### src/rtl/mvpi_pkg.sv
// Shared widths, register codes, constants and types of the multi-variant PI controller.
package mvpi_pkg;

    localparam int SIG_W    = 32;
    localparam int GAIN_W   = 32;
    localparam int MULX_W   = SIG_W + 1;
    localparam int ACC_W    = 48;
    localparam int GAIN_FRAC = 24;
    localparam int SIG_FRAC = 16;
    localparam int CFG_IDX_W = 3;
    localparam int VAR_W    = 3;

    localparam int INTEG_LIMIT_DEF = 100;

    localparam logic [VAR_W-1:0] VAR_PI       = 3'd0;
    localparam logic [VAR_W-1:0] VAR_TUSTIN   = 3'd1;
    localparam logic [VAR_W-1:0] VAR_PD       = 3'd2;
    localparam logic [VAR_W-1:0] VAR_SPEED_A  = 3'd3;
    localparam logic [VAR_W-1:0] VAR_SPEED_B  = 3'd4;
    localparam logic [VAR_W-1:0] VAR_SPEED_LP = 3'd5;

    localparam logic [CFG_IDX_W-1:0] REG_VARIANT    = 3'd0;
    localparam logic [CFG_IDX_W-1:0] REG_ANTIWINDUP = 3'd1;
    localparam logic [CFG_IDX_W-1:0] REG_KP         = 3'd2;
    localparam logic [CFG_IDX_W-1:0] REG_KI         = 3'd3;
    localparam logic [CFG_IDX_W-1:0] REG_KD         = 3'd4;
    localparam logic [CFG_IDX_W-1:0] REG_POS_COEFF  = 3'd5;
    localparam logic [CFG_IDX_W-1:0] REG_OUT_MAX    = 3'd6;
    localparam logic [CFG_IDX_W-1:0] REG_OUT_MIN    = 3'd7;

    localparam logic signed [GAIN_W-1:0] Q24_005 = 32'sd838861;
    localparam logic signed [GAIN_W-1:0] Q24_080 = 32'sd13421773;
    localparam logic signed [GAIN_W-1:0] Q24_020 = 32'sd3355443;
    localparam logic signed [SIG_W-1:0]  FIXED_OUT_LIM = 32'sd1310720;

    localparam logic [VAR_W-1:0]         RST_VARIANT    = VAR_PI;
    localparam logic                     RST_ANTIWINDUP = 1'b1;
    localparam logic signed [GAIN_W-1:0] RST_KP         = -32'sd654311;
    localparam logic signed [GAIN_W-1:0] RST_KI         = -32'sd21;
    localparam logic signed [GAIN_W-1:0] RST_KD         = 32'sd0;
    localparam logic signed [GAIN_W-1:0] RST_POS_COEFF  = 32'sd0;
    localparam logic signed [SIG_W-1:0]  RST_OUT_MAX    = 32'sd1966080;
    localparam logic signed [SIG_W-1:0]  RST_OUT_MIN    = -32'sd1966080;

    typedef struct packed {
        logic [VAR_W-1:0]         variant;
        logic                     antiwindup_enable;
        logic signed [GAIN_W-1:0] kp;
        logic signed [GAIN_W-1:0] ki;
        logic signed [GAIN_W-1:0] kd;
        logic signed [GAIN_W-1:0] position_coeff;
        logic signed [SIG_W-1:0]  out_max;
        logic signed [SIG_W-1:0]  out_min;
    } cfg_t;

    typedef struct packed {
        logic signed [SIG_W-1:0] drive_out;
        logic                    out_clamped;
        logic                    integ_clamped;
    } res_t;

    typedef struct packed {
        logic idle;
        logic done;
    } seq_stat_t;

    typedef struct packed {
        logic start;
        logic out_free;
    } seq_ctrl_t;

endpackage

### src/rtl/mvpi_mulq.sv
// Shared two-stage gain multiplier: x times g over 2^24, rounded half away from zero.
module mvpi_mulq import mvpi_pkg::*;
(
    input  logic                     clk,
    input  logic signed [MULX_W-1:0] x,
    input  logic signed [GAIN_W-1:0] g,
    output logic signed [ACC_W-1:0]  result
);

    localparam int PROD_W = 2 * GAIN_W;
    localparam int P_W    = PROD_W - GAIN_FRAC;

    logic [MULX_W-1:0]       ux;
    logic [GAIN_W-1:0]       ug;
    logic [PROD_W-1:0]       prod;
    logic [PROD_W-1:0]       prod_reg;
    logic                    neg_reg;
    logic [PROD_W-1:0]       rnd;
    logic signed [ACC_W-1:0] mag;
    logic signed [ACC_W-1:0] result_next;
    logic signed [ACC_W-1:0] result_reg;

    always_comb
    begin
        ux = x[MULX_W-1] ? -x : x;
        ug = g[GAIN_W-1] ? -g : g;
        if (ux[MULX_W-1])
        begin
            prod = {ug, {GAIN_W{1'b0}}};
        end
        else
        begin
            prod = ux[MULX_W-2:0] * ug;
        end
    end

    always_comb
    begin
        rnd = prod_reg + (PROD_W'(1) << (GAIN_FRAC - 1));
        mag = {{(ACC_W-P_W){1'b0}}, rnd[PROD_W-1:GAIN_FRAC]};
        result_next = neg_reg ? -mag : mag;
    end

    always_ff @(posedge clk)
    begin
        prod_reg   <= prod;
        neg_reg    <= x[MULX_W-1] ^ g[GAIN_W-1];
        result_reg <= result_next;
    end

    assign result = result_reg;

endmodule

### src/rtl/mvpi_seq.sv
// Sequencer and datapath that run one control law per item on the shared multiplier.
module mvpi_seq import mvpi_pkg::*;
#(
    parameter int INTEG_LIMIT = INTEG_LIMIT_DEF
)
(
    input  logic                    clk,
    input  logic                    rst_n,
    input  cfg_t                    cfg,
    input  seq_ctrl_t               ctrl,
    input  logic signed [SIG_W-1:0] reference,
    input  logic signed [SIG_W-1:0] feedback,
    input  logic signed [SIG_W-1:0] position_error,
    output seq_stat_t               stat,
    output res_t                    res
);

    localparam logic signed [ACC_W-1:0] LIM_A = ACC_W'(longint'(INTEG_LIMIT) << SIG_FRAC);
    localparam logic signed [ACC_W-1:0] NLIM_A = -LIM_A;
    localparam logic signed [SIG_W-1:0] LIM_S = LIM_A[SIG_W-1:0];
    localparam logic signed [SIG_W-1:0] NLIM_S = NLIM_A[SIG_W-1:0];

    typedef enum logic [3:0] {
        ST_IDLE,
        ST_PRE,
        ST_PRE2,
        ST_ERR,
        ST_ERR2,
        ST_MUL3,
        ST_MUL4,
        ST_SUM3,
        ST_SUM4,
        ST_OUT
    } state_t;

    typedef struct packed {
        logic signed [SIG_W-1:0] val;
        logic                    hit;
    } lim_t;

    function automatic logic signed [ACC_W-1:0] sx(input logic signed [SIG_W-1:0] v);
        return {{(ACC_W-SIG_W){v[SIG_W-1]}}, v};
    endfunction

    function automatic logic signed [MULX_W-1:0] mx(input logic signed [SIG_W-1:0] v);
        return {v[SIG_W-1], v};
    endfunction

    function automatic lim_t sat_sig(input logic signed [ACC_W-1:0] v);
        lim_t r;
        r.hit = !((&v[ACC_W-1:SIG_W-1]) || !(|v[ACC_W-1:SIG_W-1]));
        if (r.hit)
        begin
            r.val = v[ACC_W-1] ? {1'b1, {(SIG_W-1){1'b0}}} : {1'b0, {(SIG_W-1){1'b1}}};
        end
        else
        begin
            r.val = v[SIG_W-1:0];
        end
        return r;
    endfunction

    state_t                  state_reg, state_next;
    logic signed [SIG_W-1:0] ref_reg, ref_next;
    logic signed [SIG_W-1:0] fb_reg, fb_next;
    logic signed [SIG_W-1:0] pos_reg, pos_next;
    logic signed [ACC_W-1:0] diff_reg, diff_next;
    logic signed [ACC_W-1:0] acc_reg, acc_next;
    logic signed [SIG_W-1:0] e_reg, e_next;
    logic signed [SIG_W-1:0] integ_reg, integ_next;
    logic signed [SIG_W-1:0] le_reg, le_next;
    logic                    ic_reg, ic_next;

    logic signed [MULX_W-1:0] mul_x;
    logic signed [GAIN_W-1:0] mul_g;
    logic signed [ACC_W-1:0]  mres;
    logic signed [ACC_W-1:0]  sat_in;
    lim_t                     sat_res;
    logic signed [ACC_W-1:0]  lim_in;
    lim_t                     lim_res;
    logic signed [SIG_W-1:0]  lo;
    logic signed [SIG_W-1:0]  hi;

    mvpi_mulq u_mulq (
        .clk    (clk),
        .x      (mul_x),
        .g      (mul_g),
        .result (mres)
    );

    assign sat_res = sat_sig(sat_in);

    always_comb
    begin
        if (cfg.antiwindup_enable)
        begin
            if (lim_in < NLIM_A)
            begin
                lim_res.val = NLIM_S;
                lim_res.hit = 1'b1;
            end
            else if (lim_in > LIM_A)
            begin
                lim_res.val = LIM_S;
                lim_res.hit = 1'b1;
            end
            else
            begin
                lim_res.val = lim_in[SIG_W-1:0];
                lim_res.hit = 1'b0;
            end
        end
        else
        begin
            lim_res = sat_sig(lim_in);
        end
    end

    always_comb
    begin
        state_next = state_reg;
        ref_next   = ref_reg;
        fb_next    = fb_reg;
        pos_next   = pos_reg;
        diff_next  = diff_reg;
        acc_next   = acc_reg;
        e_next     = e_reg;
        integ_next = integ_reg;
        le_next    = le_reg;
        ic_next    = ic_reg;
        mul_x      = '0;
        mul_g      = '0;
        sat_in     = diff_reg;
        lim_in     = '0;
        lo         = cfg.out_min;
        hi         = cfg.out_max;
        res        = '0;
        stat.idle  = 1'b0;
        stat.done  = 1'b0;

        unique case (state_reg)
            ST_IDLE:
            begin
                stat.idle = 1'b1;
                if (ctrl.start)
                begin
                    ref_next   = reference;
                    fb_next    = feedback;
                    pos_next   = position_error;
                    ic_next    = 1'b0;
                    state_next = ST_PRE;
                end
            end
            ST_PRE:
            begin
                unique case (cfg.variant)
                    VAR_PI:
                    begin
                        diff_next = sx(ref_reg) - sx(fb_reg);
                        mul_x = mx(le_reg);
                        mul_g = cfg.ki;
                    end
                    VAR_TUSTIN:
                    begin
                        diff_next = sx(ref_reg) - sx(fb_reg);
                        mul_x = mx(pos_reg);
                        mul_g = cfg.position_coeff;
                    end
                    VAR_PD:
                    begin
                        diff_next = sx(ref_reg) - sx(fb_reg);
                    end
                    VAR_SPEED_A:
                    begin
                        diff_next = sx(ref_reg) + sx(fb_reg);
                    end
                    VAR_SPEED_B:
                    begin
                        diff_next = sx(ref_reg) - sx(fb_reg);
                        mul_x = mx(pos_reg);
                        mul_g = Q24_005;
                    end
                    VAR_SPEED_LP:
                    begin
                        diff_next = sx(fb_reg) - sx(ref_reg);
                        mul_x = mx(le_reg);
                        mul_g = Q24_080;
                    end
                    default:
                    begin
                        diff_next = '0;
                    end
                endcase
                state_next = ST_PRE2;
            end
            ST_PRE2:
            begin
                if (cfg.variant == VAR_SPEED_LP)
                begin
                    mul_x = mx(sat_res.val);
                    mul_g = Q24_020;
                end
                state_next = ST_ERR;
            end
            ST_ERR:
            begin
                unique case (cfg.variant)
                    VAR_PI:
                    begin
                        e_next     = sat_res.val;
                        lim_in     = sx(integ_reg) + mres;
                        integ_next = lim_res.val;
                        ic_next    = lim_res.hit;
                    end
                    VAR_TUSTIN, VAR_SPEED_B:
                    begin
                        sat_in = diff_reg - mres;
                        e_next = sat_res.val;
                    end
                    VAR_PD, VAR_SPEED_A:
                    begin
                        e_next = sat_res.val;
                    end
                    VAR_SPEED_LP:
                    begin
                        acc_next = mres;
                    end
                    default:
                    begin
                        acc_next = '0;
                    end
                endcase
                state_next = ST_ERR2;
            end
            ST_ERR2:
            begin
                if (cfg.variant == VAR_SPEED_LP)
                begin
                    sat_in = acc_reg + mres;
                    e_next = sat_res.val;
                end
                state_next = ST_MUL3;
            end
            ST_MUL3:
            begin
                unique case (cfg.variant)
                    VAR_PI, VAR_PD:
                    begin
                        mul_x = mx(e_reg);
                        mul_g = cfg.kp;
                    end
                    VAR_TUSTIN, VAR_SPEED_B:
                    begin
                        mul_x = mx(e_reg) + mx(le_reg);
                        mul_g = cfg.ki;
                    end
                    VAR_SPEED_A:
                    begin
                        mul_x = mx(e_reg);
                        mul_g = cfg.ki;
                    end
                    VAR_SPEED_LP:
                    begin
                        mul_x      = mx(e_reg);
                        mul_g      = cfg.kp;
                        lim_in     = sx(integ_reg) + sx(e_reg);
                        integ_next = lim_res.val;
                        ic_next    = lim_res.hit;
                    end
                    default:
                    begin
                        mul_x = '0;
                    end
                endcase
                state_next = ST_MUL4;
            end
            ST_MUL4:
            begin
                unique case (cfg.variant)
                    VAR_TUSTIN, VAR_SPEED_A, VAR_SPEED_B:
                    begin
                        mul_x = mx(e_reg);
                        mul_g = cfg.kp;
                    end
                    VAR_PD:
                    begin
                        mul_x = mx(e_reg) - mx(le_reg);
                        mul_g = cfg.kd;
                    end
                    VAR_SPEED_LP:
                    begin
                        mul_x = mx(integ_reg);
                        mul_g = cfg.ki;
                    end
                    default:
                    begin
                        mul_x = '0;
                    end
                endcase
                state_next = ST_SUM3;
            end
            ST_SUM3:
            begin
                unique case (cfg.variant)
                    VAR_PI:
                    begin
                        acc_next = -mres - sx(integ_reg) - sx(pos_reg);
                    end
                    VAR_TUSTIN, VAR_SPEED_A:
                    begin
                        lim_in     = sx(integ_reg) + mres;
                        integ_next = lim_res.val;
                        ic_next    = lim_res.hit;
                    end
                    VAR_SPEED_B:
                    begin
                        lim_in     = mres;
                        integ_next = lim_res.val;
                        ic_next    = lim_res.hit;
                    end
                    VAR_PD, VAR_SPEED_LP:
                    begin
                        acc_next = mres;
                    end
                    default:
                    begin
                        acc_next = '0;
                    end
                endcase
                state_next = ST_SUM4;
            end
            ST_SUM4:
            begin
                unique case (cfg.variant)
                    VAR_TUSTIN, VAR_SPEED_B:
                    begin
                        acc_next = mres + sx(integ_reg);
                    end
                    VAR_PD, VAR_SPEED_LP:
                    begin
                        acc_next = acc_reg + mres;
                    end
                    VAR_SPEED_A:
                    begin
                        acc_next = -mres - sx(integ_reg);
                    end
                    default:
                    begin
                        acc_next = acc_reg;
                    end
                endcase
                state_next = ST_OUT;
            end
            ST_OUT:
            begin
                if (cfg.variant == VAR_SPEED_B)
                begin
                    lo = -FIXED_OUT_LIM;
                    hi = FIXED_OUT_LIM;
                end
                if (cfg.variant <= VAR_SPEED_LP)
                begin
                    res.integ_clamped = ic_reg;
                    if (acc_reg < sx(lo))
                    begin
                        res.drive_out   = lo;
                        res.out_clamped = 1'b1;
                    end
                    else if (acc_reg > sx(hi))
                    begin
                        res.drive_out   = hi;
                        res.out_clamped = 1'b1;
                    end
                    else
                    begin
                        res.drive_out = acc_reg[SIG_W-1:0];
                    end
                end
                if (ctrl.out_free)
                begin
                    stat.done = 1'b1;
                    if (cfg.variant <= VAR_SPEED_LP && cfg.variant != VAR_SPEED_A)
                    begin
                        le_next = e_reg;
                    end
                    state_next = ST_IDLE;
                end
            end
            default:
            begin
                state_next = ST_IDLE;
            end
        endcase
    end

    always_ff @(posedge clk or negedge rst_n)
    begin
        if (!rst_n)
        begin
            state_reg <= ST_IDLE;
            ref_reg   <= '0;
            fb_reg    <= '0;
            pos_reg   <= '0;
            diff_reg  <= '0;
            acc_reg   <= '0;
            e_reg     <= '0;
            integ_reg <= '0;
            le_reg    <= '0;
            ic_reg    <= 1'b0;
        end
        else
        begin
            state_reg <= state_next;
            ref_reg   <= ref_next;
            fb_reg    <= fb_next;
            pos_reg   <= pos_next;
            diff_reg  <= diff_next;
            acc_reg   <= acc_next;
            e_reg     <= e_next;
            integ_reg <= integ_next;
            le_reg    <= le_next;
            ic_reg    <= ic_next;
        end
    end

`ifndef SYNTHESIS
    a_start_idle: assert property (@(posedge clk) disable iff (!rst_n)
        ctrl.start |-> state_reg == ST_IDLE)
        else $error("item started while the sequencer was busy");

    a_out_to_idle: assert property (@(posedge clk) disable iff (!rst_n)
        (state_reg == ST_OUT && ctrl.out_free) |=> state_reg == ST_IDLE)
        else $error("sequencer did not return to idle after its result");

    a_unused_variant_keeps_state: assert property (@(posedge clk) disable iff (!rst_n)
        (state_reg != ST_IDLE && cfg.variant > VAR_SPEED_LP)
        |=> ($stable(integ_reg) && $stable(le_reg)))
        else $error("unused variant changed the controller state");

    a_pd_no_integ_flag: assert property (@(posedge clk) disable iff (!rst_n)
        (state_reg == ST_OUT && cfg.variant == VAR_PD) |-> !ic_reg)
        else $error("PD law flagged an integrator clamp");

    a_antiwindup_bound: assert property (@(posedge clk) disable iff (!rst_n)
        (state_reg == ST_OUT && ic_reg && cfg.antiwindup_enable)
        |-> (integ_reg == LIM_S || integ_reg == NLIM_S))
        else $error("integrator clamp flagged but integrator not at its limit");
`endif

endmodule

### config.mk
export PLATFORM = sky130hd
export DESIGN_NAME = mvpi_seq
export DESIGN_NICKNAME = d
export VERILOG_FILES = /design/src/rtl/mvpi_pkg.sv /design/src/rtl/mvpi_mulq.sv /design/src/rtl/mvpi_seq.sv
export SDC_FILE = /design/constraint.sdc
export NUM_CORES = 2
export LEC_CHECK = 0
export ABC_CLOCK_PERIOD_IN_PS = 28200
export BUFFER_PORTS_ARGS = -buffer_cell sky130_fd_sc_hd__buf_2
export CORE_UTILIZATION = 60
export CTS_CLUSTER_DIAMETER = 30
export CTS_CLUSTER_SIZE = 25
export DETAILED_ROUTE_END_ITERATION = 10
export PLACE_DENSITY = 0.76
export SLEW_MARGIN = 0
export SYNTH_ARGS = -nofsm -noshare
export SYNTH_HDL_FRONTEND = slang
export SYNTH_SLANG_ARGS = --single-unit
### constraint.sdc
create_clock -name clk -period 28.2 [get_ports clk]
set_input_delay 1.41 -clock clk [delete_from_list [all_inputs] [get_ports clk]]
set_output_delay 1.41 -clock clk [all_outputs]
set_load 0.05 [all_outputs]
==> results.py <==
metrics = {
    "status": {
        "violations": "DRC, capacitance limit",
        "status": "complete, but fails checks",
    },
    "clock_tree": {
        "cts_htree_levels": 3,
        "cts.sinks": 368,
        "clk_path_buf_depth": 3,
        "cts_tree": "yes",
        "cts-hold-fix-buffers": 0,
        "root_buffer": "clkbuf_16",
        "post_cts_buffers": 0,
        "numCtsBuffers": 93,
        "path_clk_slew_ns": 0.05,
        "clock_latency_ns": 0.71,
        "cts.repair.resized": 0,
    },
    "routing": {
        "drt-pass1-iter-count": 11,
        "vias_per_cell": 6.71,
        "drt_iter0_markers": 10900,
        "routed_wl_um": 342000,
        "dr_total_vias": 80500,
        "antenna_left": 0,
        "drc": 1,
        "wl_per_cell_um": 28.5,
    },
    "worst_setup_path": {
        "r2r_slack_ns": 10.97,
        "slowest_stage": "inv_1",
        "crit_path_start": "acc_reg[0]$_DFFE_PN0P_",
        "cpPeakStageDelay_ns": 0.69,
        "path_class": "flop to flop",
        "end_kind": "flop",
        "critPathMaxFanout": 38,
        "rr_worst_depth": 56,
        "reg2reg_to": "u_mulq.prod_reg[59]$_DFF_P_",
        "rr_startpoint": "acc_reg[0]$_DFFE_PN0P_",
        "arrival_ns": 17.74,
        "crit_path_start_kind": "flop",
        "cp-endpoint": "u_mulq.prod_reg[59]$_DFF_P_",
        "critPathRequiredTime_ns": 28.71,
    },
    "cells_and_area": {
        "finalCoreUtilization": 0.663,
        "area_growth_pct": 9.33,
        "drive_above_1_share": 0.0969,
        "final_cell_mix": "inv_1, nor2_1, nand2_1",
        "layout_commonest_cell": "inv_1",
        "nNetsFinal": 12200,
        "fill_cells": 11000,
    },
    "sta": {
        "max_slew.worst_pin.slew_ns": 1.49,
        "slew_headroom": 0.00475,
        "hold_violations": 0,
        "rsz0062_at_grt": "no",
        "tns_ns": 0,
        "fmax_mhz": 58.0,
        "timing.final.crit_share": 0.611,
        "finalSetupViolCount": 0,
        "final.min_clock_period_ns": 17.23,
        "layout_setup_ws_ns": 10.97,
        "fin_skew_ns": 0.0578,
        "drv_slew": 0,
    },
    "grt": {
        "track_usage": 0.500,
        "grt_max_degree": 149,
        "grt_pass1_wl_um": 504000,
        "grt-ovfl-total": 0,
        "first_global_vias": 80100,
        "antenna_found_initial": 23,
    },
    "floorplanning": {
        "dieArea_um2": 135000,
        "start_util": 0.607,
        "io_pins": 332,
        "num_rows": 133,
        "fp.dieH_um": 367,
        "die_x_um": 367,
        "core-area_um2": 132000,
    },
    "synth": {
        "synth_seq_cells": 368,
        "netlist_instances": 10000,
        "yosysWarnings": 0,
        "synth.net_count": 12000,
        "synth_enable_flop_cells": 0,
        "avgSynthCellArea_um2": 7.98,
        "synthFlopType": "dfrtp_1",
        "yosysTopAreaCellShare": 0.226,
        "synth_top_cell_by_area": "fa_1",
        "yosysSeqAreaShare": 0.109,
        "yosysUniqueCellTypes": 103,
        "async_flop_share": 0.755,
        "ys_top_cells_by_area": "fa_1, ha_1, dfrtp_1",
        "synthesis.area_um2": 80100,
    },
    "placed_design": {
        "pre_cts_ws_ns": 11.01,
        "dpl.hpwl_um": 266000,
        "gp_congestion": 1.13,
        "portBuffers": 331,
    },
    "flow_run": {
        "maxCapViolCount": 1,
    },
    "hold_path": {
        "min_path_type": "flop to flop",
    },
}
metrics by stage:
step	area, um^2	hold WS, ns	std cells
floorplan	80100	0.467	10000
CTS	87500	0.506	12000
global placement	84200	0.488	11800
detailed placement	84200	0.495	11800
global route	87500	0.518	12000
finish	87500	0.508	12000
cell families (layout without fill, tap and decap cells):
logic type / after synthesis / count (layout) / synth area share
AND/OR/NAND/NOR: 2966 / 2966 / 0.167
XOR/XNOR: 543 / 543 / 0.0595
multiplexers: 215 / 215 / 0.0290
flip-flops: 368 / 368 / 0.109
adder cells (fa/ha/maj): 1706 / 1706 / 0.351
other: 0 / 11 / 0
buffers and inverters: 1844 / 2045 / 0.0872
AO/OA/AOI/OAI: 2395 / 2395 / 0.197
worst min-delay path by stage:
stage	slack, ns	start	end	cells after the start
2_1_floorplan	0.47	ic_reg$_DFFE_PN0P_	ic_reg$_DFFE_PN0P_	2
3_3_place_gp	0.49	pos_reg[15]$_DFFE_PN0P_	pos_reg[15]$_DFFE_PN0P_	1
3_5_place_dp	0.50	pos_reg[12]$_DFFE_PN0P_	pos_reg[12]$_DFFE_PN0P_	1
4_1_cts	0.51	pos_reg[12]$_DFFE_PN0P_	pos_reg[12]$_DFFE_PN0P_	1
5_1_grt	0.52	pos_reg[29]$_DFFE_PN0P_	pos_reg[29]$_DFFE_PN0P_	1
6_report	0.51	pos_reg[29]$_DFFE_PN0P_	pos_reg[29]$_DFFE_PN0P_	1
area by class of cell:
| class | count | area (um^2) | share of cell area |
|---|---|---|---|
| Inverter | 1355 | 5090 | 0.0581 |
| Tap cell | 1755 | 2200 | 0.0251 |
| Antenna cell | 11 | 27.5 | 0.000314 |
| Clock inverter | 75 | 941 | 0.0107 |
| Sequential cell | 368 | 8760 | 0.100 |
| Multi-Input combinational cell | 7825 | 65100 | 0.743 |
| Clock buffer | 101 | 2390 | 0.0273 |
| Timing Repair Buffer | 514 | 3060 | 0.0349 |
synthesized netlist by cell type, drive strengths merged, types with 20 or more instances:
cell    count
a221o      35
a221oi     65
or2        29
ha        801
o22ai      75
a31oi      61
xor2      193
and2       94
buf        87
a211oi     87
a21oi     659
a21o      176
or3        39
nand4      75
a211o      20
nor3b      20
a21boi     36
a22o       36
dfrtp     278
and3       59
nor2b      92
o21bai     77
clkbuf    402
o21a       70
o211ai     43
o21ai     491
and4       21
a22oi     167
mux2      137
xnor2     350
nand2    1000
nor3      160
nor4       33
a222oi     54
fa        905
o31ai      37
nor2     1016
mux2i      78
nand2b    140
inv      1352
dfxtp      90
nand3     135
o221ai     30
routing by layer:
layer / track usage / share of wire
met1: 0.578 / 0.34
met2: 0.752 / 0.42
met3: 0.162 / 0.13
met4: 0.424 / 0.11
met5: 0 / 0.00063
worst max-delay path: cells and delay by family, from the launching register on:
kind | cells | cell delay (ns)
xor+xnor | 3 | 0.66
buf+inv | 12 | 2.51
fa+ha+maj | 12 | 5.55
simple gates | 8 | 1.97
compound gates | 21 | 5.64
flops | 1 | 0.61
Power is not shown: default switching activity piles up to over one toggle a cycle in this logic, so the estimate is an artifact.
